--- src/rtl/nrmc_pkg.sv ---
// Package for the RMC field extractor: character codes, slot codes and digit weights.
package nrmc_pkg;

  // Default for the line limit LINE_MAX; a line holds at most LINE_MAX-1 bytes.
  localparam int LINE_MAX_DEF = 100;

  // Magnitudes are held in units of 1e-6 and saturate at 2^47-1.
  localparam int MAG_W = 47;
  localparam logic [MAG_W-1:0] MAG_MAX = '1;

  // Field widths: output values, quotient by 100, remainder by 100,
  // speed value and its remainder by 1000.
  localparam int VAL_W = 48;
  localparam int QUO_W = 41;
  localparam int REM_W = 7;
  localparam int SPD_REM_W = 10;
  localparam logic [QUO_W-1:0] QUO_SAT = QUO_W'(MAG_MAX / 100);
  localparam logic [REM_W-1:0] REM_SAT = REM_W'(MAG_MAX % 100);

  // Fraction digits kept.
  localparam logic [2:0] FRAC_DIGITS = 3'd6;

  // Character codes.
  localparam logic [7:0] CH_NUL    = 8'h00;
  localparam logic [7:0] CH_TAB    = 8'h09;
  localparam logic [7:0] CH_NL     = 8'h0A;
  localparam logic [7:0] CH_VT     = 8'h0B;
  localparam logic [7:0] CH_FF     = 8'h0C;
  localparam logic [7:0] CH_CR     = 8'h0D;
  localparam logic [7:0] CH_SPACE  = 8'h20;
  localparam logic [7:0] CH_DOLLAR = 8'h24;
  localparam logic [7:0] CH_PLUS   = 8'h2B;
  localparam logic [7:0] CH_COMMA  = 8'h2C;
  localparam logic [7:0] CH_MINUS  = 8'h2D;
  localparam logic [7:0] CH_DOT    = 8'h2E;
  localparam logic [7:0] CH_DIG0   = 8'h30;
  localparam logic [7:0] CH_DIG9   = 8'h39;

  // The tag "$GPRMC" is six characters long.
  localparam logic [2:0] TAG_LAST = 3'd5;

  // Slots of the held values.
  localparam logic [1:0] SLOT_LAT  = 2'd0;
  localparam logic [1:0] SLOT_LON  = 2'd1;
  localparam logic [1:0] SLOT_SPD  = 2'd2;
  localparam logic [1:0] SLOT_NONE = 2'd3;
  localparam int NUM_SLOTS = 3;

  // Characters of the tag.
  function automatic logic [7:0] tag_char(input logic [2:0] idx);
    logic [7:0] ch;
    case (idx)
      3'd0:    ch = CH_DOLLAR;
      3'd1:    ch = 8'h47;
      3'd2:    ch = 8'h50;
      3'd3:    ch = 8'h52;
      3'd4:    ch = 8'h4D;
      3'd5:    ch = 8'h43;
      default: ch = CH_NUL;
    endcase
    return ch;
  endfunction

  // Whitespace skipped ahead of a number.
  function automatic logic is_space(input logic [7:0] ch);
    return (ch == CH_SPACE) || (ch == CH_TAB) || (ch == CH_NL) ||
           (ch == CH_VT) || (ch == CH_FF) || (ch == CH_CR);
  endfunction

  // Token index to value slot.
  function automatic logic [1:0] slot_of(input logic [3:0] tok);
    logic [1:0] s;
    case (tok)
      4'd3:    s = SLOT_LAT;
      4'd5:    s = SLOT_LON;
      4'd7:    s = SLOT_SPD;
      default: s = SLOT_NONE;
    endcase
    return s;
  endfunction

  // Weight of a fraction digit in units of 1e-6.
  function automatic logic [16:0] frac_acc_w(input logic [2:0] fc);
    logic [16:0] w;
    case (fc)
      3'd0:    w = 17'd100000;
      3'd1:    w = 17'd10000;
      3'd2:    w = 17'd1000;
      3'd3:    w = 17'd100;
      3'd4:    w = 17'd10;
      3'd5:    w = 17'd1;
      default: w = 17'd0;
    endcase
    return w;
  endfunction

  // The same weight split into its quotient by 100 ...
  function automatic logic [9:0] frac_quo_w(input logic [2:0] fc);
    logic [9:0] w;
    case (fc)
      3'd0:    w = 10'd1000;
      3'd1:    w = 10'd100;
      3'd2:    w = 10'd10;
      3'd3:    w = 10'd1;
      default: w = 10'd0;
    endcase
    return w;
  endfunction

  // ... and its remainder by 100.
  function automatic logic [3:0] frac_rem_w(input logic [2:0] fc);
    logic [3:0] w;
    case (fc)
      3'd4:    w = 4'd10;
      3'd5:    w = 4'd1;
      default: w = 4'd0;
    endcase
    return w;
  endfunction

  // Weight times 1.852: whole part ...
  function automatic logic [17:0] frac_spd_w(input logic [2:0] fc);
    logic [17:0] w;
    case (fc)
      3'd0:    w = 18'd185200;
      3'd1:    w = 18'd18520;
      3'd2:    w = 18'd1852;
      3'd3:    w = 18'd185;
      3'd4:    w = 18'd18;
      3'd5:    w = 18'd1;
      default: w = 18'd0;
    endcase
    return w;
  endfunction

  // ... and thousandths.
  function automatic logic [9:0] frac_spd_rem_w(input logic [2:0] fc);
    logic [9:0] w;
    case (fc)
      3'd3:    w = 10'd200;
      3'd4:    w = 10'd520;
      3'd5:    w = 10'd852;
      default: w = 10'd0;
    endcase
    return w;
  endfunction

  // Quotient by 10 of a value below 100, by parallel compares.
  function automatic logic [3:0] div10_small(input logic [6:0] x);
    logic [3:0] n;
    n = 4'd0;
    for (int k = 1; k <= 9; k++) begin
      if (x >= 7'(10 * k)) n = n + 4'd1;
    end
    return n;
  endfunction

  // Quotient by 1000 of a value below 10000, by parallel compares.
  function automatic logic [3:0] div1000_small(input logic [13:0] x);
    logic [3:0] n;
    n = 4'd0;
    for (int k = 1; k <= 9; k++) begin
      if (x >= 14'(1000 * k)) n = n + 4'd1;
    end
    return n;
  endfunction

endpackage

--- src/rtl/nmea_rmc_field_extractor.sv ---
// Top level of the RMC field extractor: byte parser, token close and held values.
//
// Receives one character per beat on rx_byte (rx_valid / rx_ready). Bytes form
// lines that end at a newline or after LINE_MAX-1 bytes. Every line end gives
// one result beat (result_valid / result_ready): sentence_matched tells whether
// the line carried the "$GPRMC" tag, and the three held values (latitude and
// longitude over 100, speed in km/h, all in units of 1e-6) are updated from
// tokens 3, 5 and 7 of a tagged line before they are shown.
// Throughput is one byte per cycle while no line end stalls. Each byte is
// parsed in the cycle it is taken; closing a token and committing a line
// happen in a second register stage, which feeds the result register.
// The value arithmetic is incremental: the quotient by 100 and the speed
// scaled by 1.852 are kept alongside the magnitude, one digit per byte.
// While a result waits on result_ready, the next line end stalls in the
// second stage and rx_ready drops until the result is taken; bytes keep
// flowing until that line end reaches the second stage.
// Reset clears the parser, the held values and the result register.
module nmea_rmc_field_extractor #(
  parameter int LINE_MAX = nrmc_pkg::LINE_MAX_DEF
) (
  input  logic                              clk,
  input  logic                              rst,
  input  logic                              rx_valid,
  output logic                              rx_ready,
  input  logic [7:0]                        rx_byte,
  output logic                              result_valid,
  input  logic                              result_ready,
  output logic                              sentence_matched,
  output logic signed [nrmc_pkg::VAL_W-1:0] latitude_micro,
  output logic signed [nrmc_pkg::VAL_W-1:0] longitude_micro,
  output logic signed [nrmc_pkg::VAL_W-1:0] speed_micro_kmh
);
  import nrmc_pkg::*;

  localparam int LC_W = $clog2(LINE_MAX);
  localparam int QX_W = QUO_W + 4;
  localparam int WIDE_W = VAL_W + 4;

  typedef enum logic [2:0] {
    PH_LEAD,
    PH_SIGNED,
    PH_INT,
    PH_FRAC,
    PH_DONE
  } phase_t;

  // Line and token state.
  logic [LC_W-1:0] line_count, line_count_next;
  logic [2:0]      tag_progress, tag_progress_next;
  logic            tag_seen, tag_seen_next;
  logic            zero_seen, zero_seen_next;
  logic [3:0]      token_number, token_number_next;
  logic            inside_token, inside_token_next;

  // Number reader state.
  phase_t                 phase, phase_next;
  logic                   negative, negative_next;
  logic [MAG_W-1:0]       acc, acc_next;
  logic [2:0]             frac_count, frac_count_next;
  logic [QUO_W-1:0]       quot, quot_next;
  logic [REM_W-1:0]       rem, rem_next;
  logic [VAL_W-1:0]       speed, speed_next;
  logic [SPD_REM_W-1:0]   speed_rem, speed_rem_next;

  // Second stage: pending close and line end.
  logic       dc_valid, dc_valid_next;
  logic [1:0] dc_slot, dc_slot_next;
  logic       le_valid, le_valid_next;
  logic       le_tag, le_tag_next;

  logic [VAL_W-1:0]        pending [NUM_SLOTS];
  logic [NUM_SLOTS-1:0]    pending_valid;
  logic signed [VAL_W-1:0] held [NUM_SLOTS];

  logic accept;
  logic stall;
  logic le_fire;

  // Byte decode.
  logic [3:0] digit;
  logic       is_digit;
  logic [1:0] cur_slot;

  // Base values of the reader, zeroed at the start of a token.
  phase_t               b_phase;
  logic                 b_negative;
  logic [MAG_W-1:0]     b_acc;
  logic [2:0]           b_frac_count;
  logic [QUO_W-1:0]     b_quot;
  logic [REM_W-1:0]     b_rem;
  logic [VAL_W-1:0]     b_speed;
  logic [SPD_REM_W-1:0] b_speed_rem;

  // Reader results for this byte.
  phase_t               f_phase;
  logic                 f_negative;
  logic [MAG_W-1:0]     f_acc;
  logic [2:0]           f_frac_count;
  logic [QUO_W-1:0]     f_quot;
  logic [REM_W-1:0]     f_rem;
  logic [VAL_W-1:0]     f_speed;
  logic [SPD_REM_W-1:0] f_speed_rem;

  // Digit step terms.
  logic [WIDE_W-1:0]    v_int, v_frac;
  logic [3:0]           r_div;
  logic [REM_W-1:0]     r_low;
  logic [13:0]          t10;
  logic [3:0]           t10_div;
  logic [7:0]           r_sum;
  logic                 r_carry;
  logic [13:0]          t_sum;
  logic [3:0]           t_carry;
  logic                 lead_num;
  logic                 do_int, do_frac;

  // Closed value.
  logic [VAL_W-1:0] spd_clamped;
  logic [VAL_W-1:0] closed_mag;
  logic [VAL_W-1:0] closed_val;

  assign accept   = rx_valid && rx_ready;
  assign stall    = le_valid && result_valid && !result_ready;
  assign rx_ready = !stall;
  assign le_fire  = le_valid && !stall;

  assign is_digit = (rx_byte >= CH_DIG0) && (rx_byte <= CH_DIG9);
  assign digit    = is_digit ? rx_byte[3:0] : 4'd0;
  assign cur_slot = slot_of(token_number);

  // A new token starts from a cleared reader.
  always_comb begin
    if (inside_token) begin
      b_phase      = phase;
      b_negative   = negative;
      b_acc        = acc;
      b_frac_count = frac_count;
      b_quot       = quot;
      b_rem        = rem;
      b_speed      = speed;
      b_speed_rem  = speed_rem;
    end else begin
      b_phase      = PH_LEAD;
      b_negative   = 1'b0;
      b_acc        = '0;
      b_frac_count = '0;
      b_quot       = '0;
      b_rem        = '0;
      b_speed      = '0;
      b_speed_rem  = '0;
    end
  end

  // Integer and fraction digit steps, each on the base values.
  always_comb begin
    v_int   = WIDE_W'(b_acc) * WIDE_W'(10) + WIDE_W'(digit) * WIDE_W'(1000000);
    r_div   = div10_small(b_rem);
    r_low   = b_rem - REM_W'(r_div) * REM_W'(10);
    t10     = 14'(b_speed_rem) * 14'd10;
    t10_div = div1000_small(t10);

    v_frac  = WIDE_W'(b_acc) + WIDE_W'(digit) * WIDE_W'(frac_acc_w(b_frac_count));
    r_sum   = 8'(b_rem) + 8'(digit) * 8'(frac_rem_w(b_frac_count));
    r_carry = (r_sum >= 8'd100);
    t_sum   = 14'(b_speed_rem) + 14'(digit) * 14'(frac_spd_rem_w(b_frac_count));
    t_carry = div1000_small(t_sum);
  end

  // Decimal reader: sign, integer digits, point, fraction digits.
  always_comb begin
    f_phase      = b_phase;
    f_negative   = b_negative;
    f_acc        = b_acc;
    f_frac_count = b_frac_count;
    f_quot       = b_quot;
    f_rem        = b_rem;
    f_speed      = b_speed;
    f_speed_rem  = b_speed_rem;
    lead_num     = 1'b0;
    do_int       = 1'b0;
    do_frac      = 1'b0;

    case (b_phase)
      PH_LEAD: begin
        if (is_space(rx_byte)) begin
          lead_num = 1'b0;
        end else if ((rx_byte == CH_PLUS) || (rx_byte == CH_MINUS)) begin
          f_negative = (rx_byte == CH_MINUS);
          f_phase    = PH_SIGNED;
        end else begin
          lead_num = 1'b1;
        end
      end
      PH_SIGNED, PH_INT: begin
        lead_num = 1'b1;
      end
      PH_FRAC: begin
        if (is_digit) begin
          do_frac = (b_frac_count < FRAC_DIGITS);
        end else begin
          f_phase = PH_DONE;
        end
      end
      default: begin
        lead_num = 1'b0;
      end
    endcase

    if (lead_num) begin
      if (is_digit) begin
        do_int  = 1'b1;
        f_phase = PH_INT;
      end else if (rx_byte == CH_DOT) begin
        f_phase = PH_FRAC;
      end else begin
        f_phase = PH_DONE;
      end
    end

    // Integer digit: everything times ten plus the digit, saturating on overflow.
    if (do_int) begin
      if (v_int > WIDE_W'(MAG_MAX)) begin
        f_acc       = MAG_MAX;
        f_quot      = QUO_SAT;
        f_rem       = REM_SAT;
        f_speed     = VAL_W'(MAG_MAX);
        f_speed_rem = '0;
      end else begin
        f_acc       = MAG_W'(v_int);
        f_quot      = QUO_W'(QX_W'(b_quot) * QX_W'(10) + QX_W'(digit) * QX_W'(10000) +
                             QX_W'(r_div));
        f_rem       = REM_W'(r_low * REM_W'(10));
        f_speed     = VAL_W'(WIDE_W'(b_speed) * WIDE_W'(10) +
                             WIDE_W'(digit) * WIDE_W'(1852000) + WIDE_W'(t10_div));
        f_speed_rem = SPD_REM_W'(t10 - 14'(t10_div) * 14'd1000);
      end
    end

    // Fraction digit: add its weight, carry the remainders, saturating on overflow.
    if (do_frac) begin
      f_frac_count = b_frac_count + 3'd1;
      if (v_frac > WIDE_W'(MAG_MAX)) begin
        f_acc       = MAG_MAX;
        f_quot      = QUO_SAT;
        f_rem       = REM_SAT;
        f_speed     = VAL_W'(MAG_MAX);
        f_speed_rem = '0;
      end else begin
        f_acc       = MAG_W'(v_frac);
        f_quot      = b_quot + QUO_W'(digit) * QUO_W'(frac_quo_w(b_frac_count)) +
                      QUO_W'(r_carry);
        f_rem       = r_carry ? REM_W'(r_sum - 8'd100) : REM_W'(r_sum);
        f_speed     = b_speed + VAL_W'(digit) * VAL_W'(frac_spd_w(b_frac_count)) +
                      VAL_W'(t_carry);
        f_speed_rem = SPD_REM_W'(t_sum - 14'(t_carry) * 14'd1000);
      end
    end
  end

  // Line, tag and token control for the accepted byte.
  always_comb begin
    logic close_now;
    logic line_end;
    logic in_tok;
    logic tag_now;

    line_count_next   = line_count;
    tag_progress_next = tag_progress;
    tag_seen_next     = tag_seen;
    zero_seen_next    = zero_seen;
    token_number_next = token_number;
    inside_token_next = inside_token;
    phase_next        = phase;
    negative_next     = negative;
    acc_next          = acc;
    frac_count_next   = frac_count;
    quot_next         = quot;
    rem_next          = rem;
    speed_next        = speed;
    speed_rem_next    = speed_rem;
    close_now         = 1'b0;
    line_end          = 1'b0;
    in_tok            = inside_token;
    tag_now           = tag_seen;

    if (accept) begin
      line_end        = (rx_byte == CH_NL) || (line_count == LC_W'(LINE_MAX - 2));
      line_count_next = line_count + LC_W'(1);

      if (!zero_seen) begin
        if (rx_byte == CH_NUL) begin
          zero_seen_next = 1'b1;
          close_now      = inside_token;
          in_tok         = 1'b0;
        end else begin
          // Tag search.
          if (rx_byte == tag_char(tag_progress)) begin
            if (tag_progress == TAG_LAST) begin
              tag_now           = 1'b1;
              tag_progress_next = 3'd0;
            end else begin
              tag_progress_next = tag_progress + 3'd1;
            end
          end else begin
            tag_progress_next = (rx_byte == CH_DOLLAR) ? 3'd1 : 3'd0;
          end

          if (rx_byte == CH_COMMA) begin
            close_now = inside_token;
            in_tok    = 1'b0;
          end else begin
            in_tok = 1'b1;
            if (cur_slot != SLOT_NONE) begin
              phase_next      = f_phase;
              negative_next   = f_negative;
              acc_next        = f_acc;
              frac_count_next = f_frac_count;
              quot_next       = f_quot;
              rem_next        = f_rem;
              speed_next      = f_speed;
              speed_rem_next  = f_speed_rem;
            end else if (!inside_token) begin
              phase_next      = PH_LEAD;
              negative_next   = 1'b0;
            end
          end
        end
      end

      // A line end closes an open token.
      if (line_end && in_tok) begin
        close_now = 1'b1;
      end
      inside_token_next = in_tok && !close_now;
      tag_seen_next     = tag_now;
      if (close_now && (token_number != 4'hF)) begin
        token_number_next = token_number + 4'd1;
      end

      if (line_end) begin
        line_count_next   = '0;
        tag_progress_next = 3'd0;
        tag_seen_next     = 1'b0;
        zero_seen_next    = 1'b0;
        token_number_next = 4'd0;
        inside_token_next = 1'b0;
      end
    end

    dc_valid_next = close_now && (cur_slot != SLOT_NONE);
    dc_slot_next  = cur_slot;
    le_valid_next = line_end;
    le_tag_next   = tag_now;
  end

  // Parser registers.
  always_ff @(posedge clk) begin
    if (rst) begin
      line_count   <= '0;
      tag_progress <= 3'd0;
      tag_seen     <= 1'b0;
      zero_seen    <= 1'b0;
      token_number <= 4'd0;
      inside_token <= 1'b0;
      phase        <= PH_LEAD;
      negative     <= 1'b0;
      acc          <= '0;
      frac_count   <= '0;
      quot         <= '0;
      rem          <= '0;
      speed        <= '0;
      speed_rem    <= '0;
      dc_valid     <= 1'b0;
      dc_slot      <= SLOT_NONE;
      le_valid     <= 1'b0;
      le_tag       <= 1'b0;
    end else begin
      line_count   <= line_count_next;
      tag_progress <= tag_progress_next;
      tag_seen     <= tag_seen_next;
      zero_seen    <= zero_seen_next;
      token_number <= token_number_next;
      inside_token <= inside_token_next;
      phase        <= phase_next;
      negative     <= negative_next;
      acc          <= acc_next;
      frac_count   <= frac_count_next;
      quot         <= quot_next;
      rem          <= rem_next;
      speed        <= speed_next;
      speed_rem    <= speed_rem_next;
      if (!stall) begin
        dc_valid <= dc_valid_next;
        dc_slot  <= dc_slot_next;
        le_valid <= le_valid_next;
        le_tag   <= le_tag_next;
      end
    end
  end

  // Signed value of the token that closed in the previous beat.
  always_comb begin
    spd_clamped = (speed > VAL_W'(MAG_MAX)) ? VAL_W'(MAG_MAX) : speed;
    closed_mag  = (dc_slot == SLOT_SPD) ? spd_clamped : VAL_W'(quot);
    closed_val  = negative ? (VAL_W'(0) - closed_mag) : closed_mag;
  end

  // Pending values of the current line.
  always_ff @(posedge clk) begin
    if (!stall && dc_valid && !le_valid) begin
      for (int i = 0; i < NUM_SLOTS; i++) begin
        if (dc_slot == 2'(i)) pending[i] <= closed_val;
      end
    end
  end

  // Commit at line end and the result register.
  always_ff @(posedge clk) begin
    if (rst) begin
      pending_valid    <= '0;
      result_valid     <= 1'b0;
      sentence_matched <= 1'b0;
      for (int i = 0; i < NUM_SLOTS; i++) held[i] <= '0;
    end else begin
      if (result_valid && result_ready) result_valid <= 1'b0;
      if (le_fire) begin
        if (le_tag) begin
          for (int i = 0; i < NUM_SLOTS; i++) begin
            if (dc_valid && (dc_slot == 2'(i))) begin
              held[i] <= $signed(closed_val);
            end else if (pending_valid[i]) begin
              held[i] <= $signed(pending[i]);
            end
          end
        end
        pending_valid    <= '0;
        sentence_matched <= le_tag;
        result_valid     <= 1'b1;
      end else if (!stall && dc_valid) begin
        for (int i = 0; i < NUM_SLOTS; i++) begin
          if (dc_slot == 2'(i)) pending_valid[i] <= 1'b1;
        end
      end
    end
  end

  assign latitude_micro  = held[SLOT_LAT];
  assign longitude_micro = held[SLOT_LON];
  assign speed_micro_kmh = held[SLOT_SPD];

  // The line counter clears before it reaches the line limit.
  a_line_count_range: assert property (@(posedge clk) disable iff (rst)
    line_count <= LC_W'(LINE_MAX - 2))
    else $error("line counter past the line limit");

  // The tag matcher never points past the last tag character.
  a_tag_range: assert property (@(posedge clk) disable iff (rst)
    tag_progress <= TAG_LAST)
    else $error("tag matcher out of range");

  // Incremental remainders stay below their divisors.
  a_rem_range: assert property (@(posedge clk) disable iff (rst)
    (rem < REM_W'(100)) && (speed_rem < SPD_REM_W'(1000)))
    else $error("digit remainder out of range");

  // Only a value slot is ever scheduled for a close.
  a_dc_slot: assert property (@(posedge clk) disable iff (rst)
    dc_valid |-> (dc_slot != SLOT_NONE))
    else $error("close scheduled for a token without a slot");

  // Held values change only when a line end is committed.
  a_held_stable: assert property (@(posedge clk) disable iff (rst)
    !le_fire |=> $stable({held[SLOT_LAT], held[SLOT_LON], held[SLOT_SPD]}))
    else $error("held value changed outside a line end");

endmodule
--- config.mk ---
export PLATFORM = sky130hd
export DESIGN_NAME = nmea_rmc_field_extractor
export DESIGN_NICKNAME = d
export VERILOG_FILES = /design/src/rtl/nrmc_pkg.sv /design/src/rtl/nmea_rmc_field_extractor.sv
export SDC_FILE = /design/constraint.sdc
export NUM_CORES = 2
export LEC_CHECK = 0
export BUFFER_PORTS_ARGS = -buffer_cell sky130_fd_sc_hd__buf_2
export CAP_MARGIN = 25
export CORE_MARGIN = 2
export CORE_UTILIZATION = 45
export CTS_CLUSTER_DIAMETER = 30
export DETAILED_ROUTE_END_ITERATION = 16
export PLACE_DENSITY_LB_ADDON = 0.12
export SYNTH_ARGS = -nofsm -noshare
export SYNTH_HDL_FRONTEND = slang
export SYNTH_SLANG_ARGS = --single-unit
--- constraint.sdc ---
create_clock -name clk -period 27.2 [get_ports clk]
set_clock_uncertainty 0.15 [all_clocks]
set_input_delay 5.44 -clock clk [delete_from_list [all_inputs] [get_ports clk]]
set_output_delay 5.44 -clock clk [all_outputs]
set_load 0.02 [all_outputs]
==> flow_metrics.tcl <==
set metrics [dict create \
    status "completed" \
    cts_root_buffer "clkbuf_16" \
    power.internal_w 0.00167 \
    ys_top_cells_by_area "edfxtp_1, ha_1, dfxtp_1" \
    ys_seq_area_share_pct 24.2 \
    drc_errors 0 \
    clk_pin_slew_ps 50 \
    ant_nets 0 \
    busiest_layer "met2" \
    dp_hpwl_um 127000 \
    synth_common_cells "ha_1, nor2_1, inv_1" \
    synth_top_area_share_pct 16.9 \
    synth_top_area_cell "edfxtp_1" \
    rsz0062_at_grt "false" \
    maxCapViolCount 0 \
    antenna_found_initial 1 \
    period_needed_ps 19290 \
    globalRouteMet2Util_pct 46.6 \
    leakagePower_nw 26.5 \
    hold_class "flop to flop" \
    syn-num-nets 6976 \
    dp_slack_ps 7340 \
    holdBufCountCts 0 \
    hold_viol_final 0 \
    final_nets 7015 \
    slew_viol_final 0 \
    ys_seq_elements 475 \
    grtUsageMet3_pct 3.56 \
    clkLatencyLatePin_ps 730 \
    cts_buffers 115 \
    wl_um 167000 \
    grt_overflow_total 0 \
    cp.arrival_ps 19740 \
    max_stage_delay_ps 730 \
    required_ps 27650 \
    path_max_fanout 18 \
    drt_iter0_drc 3809 \
    setup_total_negative_slack_ps 0 \
    switching_share_pct 24.2 \
    clockPowerShare_pct 61.1 \
    cts_tree "done" \
    stdcell_area_um2 57100 \
    htreeDepth 3 \
    vias_per_cell 5.91 \
    start_kind "input pin" \
    n_fill_cell 10900 \
    netlist_instances 6226 \
    gp_congestion 0.946 \
    grtUsageMet1_pct 37.6 \
    crit_type "input pin to flop" \
    p_comb_share_pct 3.7 \
    yosys_most_used_dff "edfxtp_1" \
    cts_setup_buffers 0 \
    wl_per_cell_um 21.2 \
    placed_cell_area_um2 53200 \
    maxSlewHeadroom_pct 26.4 \
    drive_above_1_share_pct 8.69 \
    p_sw_w 0.000534 \
    crit_top_cell "inv_1" \
    clk_path_buf_depth 3 \
    synth.avg_cell_area_um2 8.21 \
    cp_slowest_cell "and4_1" \
    synth.most_common_cell "ha_1" \
    fmax_mhz 51.8 \
    ir_worst_vdd_mv 0.0454 \
    cts_resized 0 \
    layout_setup_ws_ps 7910 \
    initial_core_util_pct 45.4 \
    end_kind "flop" \
    synthArstFlopShare_pct 0 \
    die_h_um 341 \
    setup_viol_count_final 0 \
    synth_area_um2 51100 \
    fin_crit_sh_pct 70.9 \
    yosys.cell_types.count 110 \
    first_global_vias 45000 \
    grt_max_degree 136 \
    num_io_pins 159 \
    seq_power_share_pct 35.2 \
    die-width_um 341 \
    worst_pin_slew_ps 1100 \
    port_buffers 158 \
    core_um2 112000 \
    row_count 123 \
    num_vias 46500 \
    grt_usage_pct 28.2 \
    synth_edf_count 288 \
    p_per_area_nw_per_um2 38.6 \
    drtPass1Iterations 6 \
    area_delta_synth_final_pct 11.8 \
    cts.sinks 475 \
    dieArea_um2 116000 \
    grt_pass1_wl_um 261000 \
    yosysWarnings 0 \
    whs_ps 328 \
]
-- cells by family after synthesis --
family,share of synthesized area (%)
buffers and inverters,6.24
AND/OR/NAND/NOR,17.8
XOR/XNOR,7.66
adder cells (fa/ha/maj),20.3
multiplexers,0.698
flip-flops,24.2
AO/OA/AOI/OAI,23.0
-- cell type report --
cell class	instances	area (um2)	area share [%]
diodes	1	2.50	0.00438
clock buffers	145	3140	5.50
clock inverters	73	768	1.34
inverters	534	2010	3.51
multi-input cells	4921	35700	62.4
flip-flops and latches	475	12400	21.7
well taps	1500	1880	3.28
repair buffers	218	1280	2.25
-- cell usage in the layout (no fill, tap or decap), drive strengths merged, types with 63 or more instances in the layout --
| cell type | count |
|---|---|
| nand3 | 137 |
| a211oi | 173 |
| edfxtp | 288 |
| ha | 583 |
| o221ai | 70 |
| xnor2 | 303 |
| fa | 155 |
| or3 | 72 |
| o21a | 63 |
| dfxtp | 187 |
| nor3 | 109 |
| and2 | 133 |
| buf | 218 |
| inv | 545 |
| xor2 | 141 |
| clkbuf | 145 |
| nand2 | 516 |
| a21oi | 505 |
| o21ai | 450 |
| nor2 | 558 |
| a21o | 129 |
| a31oi | 65 |
-- sequential cells by signal, summed over array words and instances (netlist names), 4 cells and up --
signal,count
acc,47
quot,41
speed,48
speed_rem,10
rem,7
held,144
line_count,7
token_number,4
pending,144
-- power groups by stage --
stage / logic [W] / registers, W / clock network [W]
6_report: 0.0000813 / 0.000777 / 0.00135
5_1_grt: 0.0000867 / 0.000777 / 0.00140
4_1_cts: 0.0000813 / 0.000777 / 0.00136
3_5_place_dp: 0.0000810 / 0.000790 / 0
3_3_place_gp: 0.0000807 / 0.000790 / 0
2_1_floorplan: 0.0000345 / 0.000803 / 0
-- stage by stage --
| stage | util (%) | std cells | total power, W |
|---|---|---|---|
| 3_5_place_dp | 47.3 | 7646 | 0.000871 |
| 3_3_place_gp | 47.3 | 7644 | 0.000871 |
| 4_1_cts | 50.8 | 7864 | 0.00222 |
| 5_1_grt | 50.8 | 7866 | 0.00226 |
| 6_report | 50.8 | 7867 | 0.00220 |
| 2_1_floorplan | - | 6226 | 0.000838 |
-- routing by layer --
| metal | part of all wire (%) | wire, um | vias to the layer above |
|---|---|---|---|
| li1 | - | - | 22500 |
| met1 | 45 | 74800 | 22200 |
| met2 | 46 | 76400 | 1548 |
| met3 | 5.9 | 9780 | 280 |
| met4 | 3.6 | 5930 | 2 |
| met5 | 0.0072 | 12 | - |
-- worst max-delay path: cells and delay by family --
| family | cells | cell delay, ps |
|---|---|---|
| mux | 2 | 530 |
| buf+inv | 12 | 1150 |
| xor+xnor | 6 | 1090 |
| fa+ha+maj | 14 | 4690 |
| simple gates | 12 | 3680 |
| compound gates | 16 | 3100 |
-- worst paths after layout --
| check | endpoint | depth (start not counted) | slack, ps | start |
|---|---|---|---|---|
| setup / recovery | speed[46] | 62 | 7910 | rx_byte[1] |
| hold / removal | speed_rem[1] | 2 | 330 | speed_rem[1] |
| setup reg to reg | speed[46] | 61 | 12500 | inside_token |
| hold reg to reg | speed_rem[1] | 2 | 330 | speed_rem[1] |
Note: power is estimated with default switching activity, not from simulation.
